<file path="config.mk">
export PLATFORM = sky130hd
export DESIGN_NAME = line_rasterizer_unit
export DESIGN_NICKNAME = d
export VERILOG_FILES = /design/src/design/lr_pkg.sv /design/src/design/lr_core.sv /design/src/design/line_rasterizer_unit.sv
export SDC_FILE = /design/constraint.sdc
export NUM_CORES = 1
export LEC_CHECK = 0
export BUFFER_PORTS_ARGS = -buffer_cell sky130_fd_sc_hd__buf_2
export CAP_MARGIN = 20
export CORE_UTILIZATION = 40
export DETAILED_ROUTE_END_ITERATION = 8
export HOLD_SLACK_MARGIN = 0.03
export SLEW_MARGIN = 10
export SYNTH_ARGS = -nofsm -noshare
export SYNTH_HDL_FRONTEND = slang
export SYNTH_SLANG_ARGS = --single-unit
</file>
<file path="constraint.sdc">
create_clock -name i_clk -period 7.1 [get_ports i_clk]
set_input_delay 0 -clock i_clk [delete_from_list [all_inputs] [get_ports i_clk]]
set_output_delay 0 -clock i_clk [all_outputs]
set_load 0.03 [all_outputs]
</file>
<file path="src/design/lr_pkg.sv">
// Shared types and constants for the line rasterizer.
`default_nettype none

package lr_pkg;

    localparam int COORD_BITS_DEF = 12;
    localparam int STRIDE_W       = 13;
    localparam int ADDR_W         = 24;
    localparam int COLOR_W        = 32;

    localparam logic [STRIDE_W-1:0] STRIDE_RESET = STRIDE_W'(640);

    typedef enum logic {
        OP_LOAD = 1'b0,
        OP_STEP = 1'b1
    } t_op;

    // Per-cycle commands from the pipeline control to the line engine.
    typedef struct packed {
        logic load;
        logic step;
    } t_core_ctl;

endpackage

`default_nettype wire

</file>
<file path="src/design/lr_core.sv">
// Bresenham line state and step update.
`default_nettype none

module lr_core
    import lr_pkg::*;
#(
    parameter int COORD_BITS = COORD_BITS_DEF
) (
    input  wire logic                  i_clk,
    input  wire logic                  i_rst_n,
    input  wire t_core_ctl             i_ctl,
    input  wire logic [COORD_BITS-1:0] i_x_start,
    input  wire logic [COORD_BITS-1:0] i_y_start,
    input  wire logic [COORD_BITS-1:0] i_x_end,
    input  wire logic [COORD_BITS-1:0] i_y_end,
    input  wire logic [COLOR_W-1:0]    i_line_color,
    output logic                       o_emit,
    output logic [COORD_BITS-1:0]      o_pixel_x,
    output logic [COORD_BITS-1:0]      o_pixel_y,
    output logic [COLOR_W-1:0]         o_pixel_value,
    output logic                       o_last_pixel
);

    localparam int DX_W  = COORD_BITS + 1;
    localparam int NDY_W = COORD_BITS + 2;
    localparam int ERR_W = COORD_BITS + 3;
    localparam int TW_W  = COORD_BITS + 4;

    logic [COORD_BITS-1:0]   r_cur_x, r_cur_y, r_target_x, r_target_y;
    logic [DX_W-1:0]         r_delta_x;
    logic signed [NDY_W-1:0] r_neg_delta_y;
    logic                    r_step_x_neg, r_step_y_neg;
    logic signed [ERR_W-1:0] r_error_term;
    logic [COLOR_W-1:0]      r_held_color;
    logic                    r_busy;

    // load-side derived values
    logic [COORD_BITS-1:0]   ld_dx, ld_dy;
    logic signed [NDY_W-1:0] ld_ndy;
    logic signed [ERR_W-1:0] ld_err;

    // step-side values
    logic                    last;
    logic signed [TW_W-1:0]  twice;
    logic                    move_x, move_y;
    logic signed [ERR_W-1:0] add_x, add_y;

    logic [COORD_BITS-1:0]   n_cur_x, n_cur_y;
    logic signed [ERR_W-1:0] n_error_term;

    always_comb begin
        ld_dx  = (i_x_end >= i_x_start) ? (i_x_end - i_x_start) : (i_x_start - i_x_end);
        ld_dy  = (i_y_end >= i_y_start) ? (i_y_end - i_y_start) : (i_y_start - i_y_end);
        ld_ndy = -$signed({2'b00, ld_dy});
        ld_err = $signed({3'b000, ld_dx}) + ERR_W'(ld_ndy);

        last   = (r_cur_x == r_target_x) && (r_cur_y == r_target_y);
        twice  = $signed({r_error_term, 1'b0});
        move_x = twice >= TW_W'(r_neg_delta_y);
        move_y = twice <= $signed({3'b000, r_delta_x});
        add_x  = move_x ? ERR_W'(r_neg_delta_y) : '0;
        add_y  = move_y ? $signed({2'b00, r_delta_x}) : '0;

        n_error_term = r_error_term + add_x + add_y;
        n_cur_x = r_cur_x;
        n_cur_y = r_cur_y;
        if (move_x) begin
            n_cur_x = r_step_x_neg ? r_cur_x - 1'b1 : r_cur_x + 1'b1;
        end
        if (move_y) begin
            n_cur_y = r_step_y_neg ? r_cur_y - 1'b1 : r_cur_y + 1'b1;
        end
    end

    always_ff @(posedge i_clk) begin
        if (!i_rst_n) begin
            r_cur_x       <= '0;
            r_cur_y       <= '0;
            r_target_x    <= '0;
            r_target_y    <= '0;
            r_delta_x     <= '0;
            r_neg_delta_y <= '0;
            r_step_x_neg  <= 1'b0;
            r_step_y_neg  <= 1'b0;
            r_error_term  <= '0;
            r_held_color  <= '0;
            r_busy        <= 1'b0;
        end else if (i_ctl.load) begin
            r_cur_x       <= i_x_start;
            r_cur_y       <= i_y_start;
            r_target_x    <= i_x_end;
            r_target_y    <= i_y_end;
            r_step_x_neg  <= !(i_x_start < i_x_end);
            r_step_y_neg  <= !(i_y_start < i_y_end);
            r_delta_x     <= {1'b0, ld_dx};
            r_neg_delta_y <= ld_ndy;
            r_error_term  <= ld_err;
            r_held_color  <= i_line_color;
            r_busy        <= 1'b1;
        end else if (i_ctl.step && r_busy) begin
            if (last) begin
                r_busy <= 1'b0;
            end else begin
                r_cur_x      <= n_cur_x;
                r_cur_y      <= n_cur_y;
                r_error_term <= n_error_term;
            end
        end
    end

    assign o_emit        = i_ctl.step && r_busy;
    assign o_pixel_x     = r_cur_x;
    assign o_pixel_y     = r_cur_y;
    assign o_pixel_value = r_held_color;
    assign o_last_pixel  = last;

endmodule

`default_nettype wire

</file>
<file path="src/design/line_rasterizer_unit.sv">
// Top level of the Bresenham line rasterizer: handshake, stride register, address.
`default_nettype none

// Bresenham line rasterizer. A load transfer (op = LOAD) latches two end points
// and a color and arms the engine; it produces no pixel. Each step transfer
// (op = STEP) while a line is active produces one pixel with its column, row,
// linear address (row * line_stride + column, modulo 2^24), color, and a last
// flag on the end point, after which the engine goes idle. Steps while idle
// produce nothing; a load during a line replaces it. Every direction is drawn,
// including vertical, horizontal and reversed lines; no clipping is done.
// Throughput is one transfer per clock, sustained, with no bubbles while the
// output is not stalled: the Bresenham update (two adds and two compares) and
// the 12x13 address multiply both fit in the single stage between the input
// register and the result register. A pixel passes the input and then the
// result registers after its step is accepted. line_stride is a plain register
// (o_cfg_ready is always high); change it only while no pixels are pending.
module line_rasterizer_unit
    import lr_pkg::*;
#(
    parameter int COORD_BITS = COORD_BITS_DEF
) (
    input  wire logic                  i_clk,
    input  wire logic                  i_rst_n,
    // item input
    input  wire logic                  i_in_valid,
    output logic                       o_in_stall,
    input  wire logic                  i_op,
    input  wire logic [COORD_BITS-1:0] i_x_start,
    input  wire logic [COORD_BITS-1:0] i_y_start,
    input  wire logic [COORD_BITS-1:0] i_x_end,
    input  wire logic [COORD_BITS-1:0] i_y_end,
    input  wire logic [COLOR_W-1:0]    i_line_color,
    // pixel output
    output logic                       o_out_valid,
    input  wire logic                  i_out_stall,
    output logic [COORD_BITS-1:0]      o_pixel_x,
    output logic [COORD_BITS-1:0]      o_pixel_y,
    output logic [ADDR_W-1:0]          o_pixel_address,
    output logic [COLOR_W-1:0]         o_pixel_value,
    output logic                       o_last_pixel,
    // configuration
    input  wire logic                  i_cfg_valid,
    output logic                       o_cfg_ready,
    input  wire logic [STRIDE_W-1:0]   i_cfg_line_stride
);

    localparam int MUL_W = COORD_BITS + STRIDE_W;
    localparam int SUM_W = ((MUL_W > ADDR_W) ? MUL_W : ADDR_W) + 1;

    // input register
    logic                  r_in_valid;
    logic                  r_in_op;
    logic [COORD_BITS-1:0] r_in_x_start, r_in_y_start, r_in_x_end, r_in_y_end;
    logic [COLOR_W-1:0]    r_in_color;

    // result register
    logic                  r_out_valid;
    logic [COORD_BITS-1:0] r_out_x, r_out_y;
    logic [ADDR_W-1:0]     r_out_addr;
    logic [COLOR_W-1:0]    r_out_color;
    logic                  r_out_last;

    logic [STRIDE_W-1:0]   r_line_stride;

    logic                  advance;     // input stage moves on this cycle
    logic                  in_take;
    t_core_ctl             core_ctl;
    logic                  emit;
    logic [COORD_BITS-1:0] pix_x, pix_y;
    logic [COLOR_W-1:0]    pix_color;
    logic                  pix_last;
    logic [MUL_W-1:0]      row_base;
    logic [SUM_W-1:0]      addr_sum;

    // result slot is free or being drained this cycle
    assign advance    = !r_out_valid || !i_out_stall;
    assign o_in_stall = r_in_valid && !advance;
    assign in_take    = i_in_valid && !o_in_stall;

    always_comb begin
        core_ctl.load = r_in_valid && advance && (t_op'(r_in_op) == OP_LOAD);
        core_ctl.step = r_in_valid && advance && (t_op'(r_in_op) == OP_STEP);
    end

    lr_core #(
        .COORD_BITS (COORD_BITS)
    ) u_core (
        .i_clk         (i_clk),
        .i_rst_n       (i_rst_n),
        .i_ctl         (core_ctl),
        .i_x_start     (r_in_x_start),
        .i_y_start     (r_in_y_start),
        .i_x_end       (r_in_x_end),
        .i_y_end       (r_in_y_end),
        .i_line_color  (r_in_color),
        .o_emit        (emit),
        .o_pixel_x     (pix_x),
        .o_pixel_y     (pix_y),
        .o_pixel_value (pix_color),
        .o_last_pixel  (pix_last)
    );

    // linear address, wraps modulo 2^ADDR_W
    assign row_base = MUL_W'(pix_y) * MUL_W'(r_line_stride);
    assign addr_sum = SUM_W'(row_base) + SUM_W'(pix_x);

    always_ff @(posedge i_clk) begin
        if (!i_rst_n) begin
            r_in_valid <= 1'b0;
        end else if (!o_in_stall) begin
            r_in_valid <= i_in_valid;
        end
    end

    always_ff @(posedge i_clk) begin
        if (in_take) begin
            r_in_op      <= i_op;
            r_in_x_start <= i_x_start;
            r_in_y_start <= i_y_start;
            r_in_x_end   <= i_x_end;
            r_in_y_end   <= i_y_end;
            r_in_color   <= i_line_color;
        end
    end

    always_ff @(posedge i_clk) begin
        if (!i_rst_n) begin
            r_out_valid <= 1'b0;
        end else if (advance) begin
            r_out_valid <= emit;
        end
    end

    always_ff @(posedge i_clk) begin
        if (advance && emit) begin
            r_out_x     <= pix_x;
            r_out_y     <= pix_y;
            r_out_addr  <= addr_sum[ADDR_W-1:0];
            r_out_color <= pix_color;
            r_out_last  <= pix_last;
        end
    end

    always_ff @(posedge i_clk) begin
        if (!i_rst_n) begin
            r_line_stride <= STRIDE_RESET;
        end else if (i_cfg_valid && o_cfg_ready) begin
            r_line_stride <= i_cfg_line_stride;
        end
    end

    assign o_cfg_ready     = 1'b1;
    assign o_out_valid     = r_out_valid;
    assign o_pixel_x       = r_out_x;
    assign o_pixel_y       = r_out_y;
    assign o_pixel_address = r_out_addr;
    assign o_pixel_value   = r_out_color;
    assign o_last_pixel    = r_out_last;

endmodule

`default_nettype wire
</file>
==> flow_summary.toml, run 1 <==
[run_status]
outcome = "finished, violations left"
violations = "DRC"

[timing]
fin_crit_sh_pct = 87.0
finalMaxSlewViolations = 0
clock_skew_ps = 24.0
relSlewSlack_pct = 26.0
tightestPinTransition_ps = 1100
tns_ps = 0
fin_ws_ps = 924
fmax_ghz = 0.162
setup_viol = 0
rsz0062_at_grt = "false"
min_period_ps = 6180
finalHoldViolCount = 0

[job]
cap_violations = 0

[worst_setup_path]
cp_cell_sequence = "and2_1 > fa_1 > inv_1 > fa_1 > inv_1 > fa_1 > fa_1 > inv_1 > fa_1 > inv_1 > ha_1 > or2_2 > a21o_1 > a21oi_1 > a311oi_1 > o41ai_1 > a21oi_1 > nor4_1 > o21bai_1 > xnor2_1"
max_stage_delay_ps = 680
cp.arrival_ps = 6480
worst_ep_required_time_ps = 7410
endpoint_kind = "flop"
critPathLaunchType = "flop"
crit_path_max_fanout = 17
crit_top_cell = "fa_1"
worstSetupPathType = "flop to flop"
crit_slowest_cell = "dfxtp_1"

[placed_design]
dp_slack_ps = 849
io_buffers = 181
dp_hpwl_mm = 42.8
globalplace.congestion = 0.874

[route]
post_drt_via_cell_ratio = 5.18
drc = 7
drt-initial-drc-count = 1013
routed-via-count = 16700
wirelength_mm = 57.8
wl_per_cell_um = 17.9
dr.pass1.iters = 7
ant_nets = 0

[finish]
mostFrequentLayoutCells = "334 x inv_1, 289 x nand2_1, 190 x ha_1"
area_delta_synth_final_pct = 18.8
nets = 2935
antenna_cells = 0
nFillCells = 4922
seq_area_um2 = 7650
drive_above_1_share_pct = 12.0
final_common_cell = "inv_1"
multiInputGateArea_um2 = 12200

[global_routing]
grt_max_degree = 76
antenna_found_initial = 0
gr-total-overflow = 0
grt_pass1_vias = 16800
grt_use_total_pct = 21.2
grt_pass1_wl_mm = 90.5

[power_and_ir_drop]
vdd.ir_drop.worst_mv = 0.187
cellLeakagePower_nw = 11.8
power.density_nw_per_um2 = 224

[floorplanning]
initial_core_util_pct = 40.7
coreArea_um2 = 52900
ioPinCount = 183
die-width_um = 234
rows = 84
die_area_um2 = 54700
die_y_um = 234

[yosys]
yosysSeqAreaShare_pct = 35.6
ys_types = 89
ys_ff_latch = 301
netlist_area_um2 = 21500
syn_inst = 2244
synth_warnings = 0
synth_async_sr_flop_share_pct = 0
synth_nets = 2673
synth-edff-count = 162
avgSynthCellArea_um2 = 9.58
synth_flop_cell = "edfxtp_1"

[cts]
h-tree-depth = 2
cts_resized = 0
insertion_delay_ps = 570
cts_tree = "built"
holdBufCountCts = 111
cts_max_path_buffers = 3
clock-sinks = 301
clkTransAtPathRegs_ps = 60
post_cts_buffers = 0
cts_buffers = 38
cts_root_buf = "clkbuf_16"

[worst_hold_path]
hold_path_class = "primary input to flop"
-- cells by family after synthesis --
| family | after synthesis | share of synthesized area (%) |
|---|---|---|
| multiplexers | 37 | 1.78 |
| AO/OA/AOI/OAI | 407 | 12.4 |
| other | 1 | 0.0174 |
| flip-flops | 301 | 35.6 |
| buffers and inverters | 427 | 7.65 |
| AND/OR/NAND/NOR | 640 | 14.3 |
| XOR/XNOR | 101 | 4.18 |
| adder cells (fa/ha/maj) | 330 | 24.1 |
-- cells in the mapped netlist, types with 11 or more instances --
master / instances / area (um2)
xor2_1: 44 / 385
o21bai_1: 11 / 82.6
nor2b_1: 15 / 93.8
ha_1: 190 / 2380
clkbuf_1: 69 / 259
nand2b_1: 13 / 81.3
fa_1: 140 / 2800
nor3_1: 31 / 155
nand3_1: 30 / 150
o21ai_0: 58 / 290
edfxtp_1: 162 / 4860
dfxtp_1: 139 / 2780
nand2_1: 289 / 1080
and3_1: 11 / 68.8
nand4_1: 11 / 68.8
o21a_1: 15 / 113
a21o_1: 36 / 270
nor2_1: 94 / 353
xnor2_1: 56 / 490
inv_1: 336 / 1260
mux2i_1: 31 / 310
a21oi_1: 148 / 741
a211oi_1: 27 / 203
and2_1: 94 / 588
-- worst paths after layout --
path,startpoint,to,slack [ps],depth (start not counted)
max,u_core.o_pixel_y[0],o_pixel_address[23],920,20
min,i_cfg_valid,r_line_stride[8],70,3
min reg2reg,u_core.o_pixel_value[15],o_pixel_value[15],430,0
max reg2reg,u_core.o_pixel_y[0],o_pixel_address[23],920,20
-- final cells by class --
| type | instances | share of cell area, % |
|---|---|---|
| repair buffers | 313 | 8.51 |
| clock inverters | 23 | 1.07 |
| inverters | 336 | 4.95 |
| flip-flops and latches | 301 | 29.9 |
| clock buffers | 47 | 4.27 |
| multi-input cells | 1516 | 47.9 |
| well taps | 688 | 3.37 |
-- where the power goes --
part	internal (mW)	switching [mW]	leakage (nW)
clock	1.28	0.803	0.653
combinational	0.666	0.948	8.38
sequential	1.93	0.101	2.72
total	3.88	1.85	11.8
-- metal layers --
layer  wire [um]  part of all wire, %  track usage, %  up-vias
li1            -                    -               -     8038
met1       26000                   45            28.3     8136
met2       27300                   47            35.3      424
met3        2670                  4.6            2.71       99
met4        1820                  3.1            7.55        0
met5           0                    0               0        -
-- state kept, by name (all words and copies together), names as in the netlist, 13 cells and up --
| register | cells |
|---|---|
| o_pixel_value | 32 |
| r_in_color | 32 |
| u_core.o_pixel_value | 32 |
| o_pixel_address | 24 |
| u_core.r_error_term | 15 |
| u_core.r_neg_delta_y | 14 |
| r_line_stride | 13 |
-- per-stage QoR --
stage	hold slack [ps]	total power [mW]	utilization (%)	instances	instance area [um2]
floorplan	98.9	3.18	-	2244	21500
global placement	177	3.58	43.6	3043	23100
detailed placement	178	3.61	43.6	3043	23100
CTS	46.0	5.79	48.3	3224	25500
global route	64.5	6.04	48.3	3224	25500
finish	70.6	5.73	48.3	3224	25500
-- worst max-delay path: cells and delay by family, from the launching register on --
family / cells / cell delay, ps
AND/OR/NAND/NOR: 3 / 810
AO/OA/AOI/OAI: 6 / 1410
XOR/XNOR: 1 / 130
adder cells (fa/ha/maj): 6 / 2620
flip-flops: 1 / 680
buffers and inverters: 4 / 280
(Power assumes the default switching activity.)
==> inputs of run 2 (changes only) <==
Settings changed: GPL_TIMING_DRIVEN from default to 0.
==> flow_summary.toml, run 2 (same netlist as run 1, synthesis figures left out) <==
[finish]
mostFrequentLayoutCells = "335 x inv_1, 289 x nand2_1, 190 x ha_1"
final_common_cell = "inv_1"
drive_above_1_share_pct = 11.4
nFillCells = 4951
multiInputGateArea_um2 = 12200
antenna_cells = 0
area_delta_synth_final_pct = 19.5
final_core_util_pct = 48.6
seq_area_um2 = 7650
nets = 2998

[power_and_ir_drop]
cellLeakagePower_nw = 11.8
power.density_nw_per_um2 = 222
vdd.ir_drop.worst_mv = 0.210

[cts]
post_cts_buffers = 0
clock-sinks = 301
clkTransAtPathRegs_ps = 60
h-tree-depth = 2
insertion_delay_ps = 580
cts_buffers = 38
cts_tree = "built"
cts_root_buf = "clkbuf_16"
cts_max_path_buffers = 3

[floorplanning]
coreArea_um2 = 52900
die_y_um = 234
die-width_um = 234
die_area_um2 = 54700
rows = 84
ioPinCount = 183
initial_core_util_pct = 40.7

[route]
wl_per_cell_um = 19.0
drc = 7
routed-via-count = 17000
wirelength_mm = 62.4
drt-initial-drc-count = 935
ant_nets = 0
post_drt_via_cell_ratio = 5.17
dr.pass1.iters = 9

[timing]
rsz0062_at_grt = "false"
relSlewSlack_pct = 33.1
tightestPinTransition_ps = 1000
finalHoldViolCount = 0
tns_ps = 0
finalMaxSlewViolations = 0
worst_hold_slack_ps = 129
fin_crit_sh_pct = 94.7
setup_viol = 0
clock_skew_ps = 18.0
min_period_ps = 6720
fmax_ghz = 0.149

[worst_setup_path]
r2r_cells = 20
max_stage_delay_ps = 710
reg2reg_from = "u_core.o_pixel_y[3]"
crit_path_max_fanout = 10
cp_num_buf_inv = 5
crit_slowest_cell = "dfxtp_1"
cp_cell_sequence = "clkbuf_1 > nand2_1 > fa_1 > fa_1 > inv_1 > fa_1 > fa_1 > inv_1 > fa_1 > inv_1 > ha_1 > and3_1 > clkbuf_1 > nand3_1 > a311oi_1 > o41ai_2 > a21oi_1 > nor4_1 > o21bai_1 > xnor2_1"
worst_ep_required_time_ps = 7410
critPathLaunchType = "flop"
regToRegSetupSlack_ps = 380
reg2reg_to = "o_pixel_address[23]"
cp.arrival_ps = 7040
worstSetupPathType = "flop to flop"
endpoint_kind = "flop"
cp_top_family = "adder cells"
crit_top_cell = "fa_1"

[placed_design]
globalplace.congestion = 0.906
dp_hpwl_mm = 48.3
io_buffers = 179

[worst_hold_path]
hold_path_class = "primary input to flop"
holdPathEnd = "r_in_color[5]"
hold_path_depth = 2
holdCritStartpoint = "i_line_color[5]"

[run_status]
violations = "DRC"
outcome = "finished, violations left"

[global_routing]
grt_pass1_vias = 17300
grt_max_degree = 49
gr-total-overflow = 0
antenna_found_initial = 0
grt_pass1_wl_mm = 96.5
grt_use_total_pct = 23.1

[job]
cap_violations = 0
-- run 2: cell count changes in the layout (fill, tap and decap cells not counted), moves of 10 or more --
cell / before / now
buf_1: 0 / 10
buf_4: 21 / 4
clkbuf_1: 3 / 76
dlygate4sd3_1: 111 / 101
-- run 2: layer usage --
layer	share of wire, %	GRT usage (%)	vias up
met5	0	0	-
met4	2.5	6.64	0
met3	4.9	3.43	86
met2	48	39.7	444
met1	44	29.9	8296
li1	-	-	8172
-- run 2: worst max path at each step --
| stage | slack, ps | cells past startpoint | startpoint | end |
|---|---|---|---|---|
| after detailed placement | 370 | 21 | u_core.o_pixel_y[1] | o_pixel_address[23] |
| final | 380 | 20 | u_core.o_pixel_y[3] | o_pixel_address[23] |
| after global routing | 150 | 20 | u_core.o_pixel_y[3] | o_pixel_address[23] |
| after global placement | 270 | 2 | r_in_valid | r_in_x_start[0] |
| after CTS | 330 | 20 | u_core.o_pixel_y[3] | o_pixel_address[23] |
| after floorplan | 1470 | 21 | u_core.o_pixel_y[2] | o_pixel_address[23] |
-- run 2: timing repair --
action / 4_1_cts / 5_1_grt
gates resized for setup: 0 / 1
endpoints found under the hold margin: 103 / 0
hold buffers: 101 / 0
endpoints found under the setup margin: 0 / 1
-- run 2: layout make-up --
type                       count  area share, %
inverter                     336           4.92
tap                          688           3.35
timing repair buffer         285           7.85
multi-input combinational   1516           47.6
clock buffer                  47           3.96
sequential                   301           29.8
clock inverter                23           1.08
buffer                        91           1.49
-- run 2: per-stage QoR --
step	worst slack, ps	area [um2]	cells	power [mW]
floorplan	1470	21500	2244	3.18
global placement	267	23300	3111	3.63
detailed placement	366	23400	3116	3.66
CTS	333	25700	3287	5.73
global route	146	25700	3287	5.98
finish	376	25700	3287	5.69
-- run 2: report_power, final --
group	switching, mW	total, mW	internal, mW
clock	0.824	2.01	1.18
sequential	0.0983	2.03	1.93
combinational	0.985	1.65	0.668
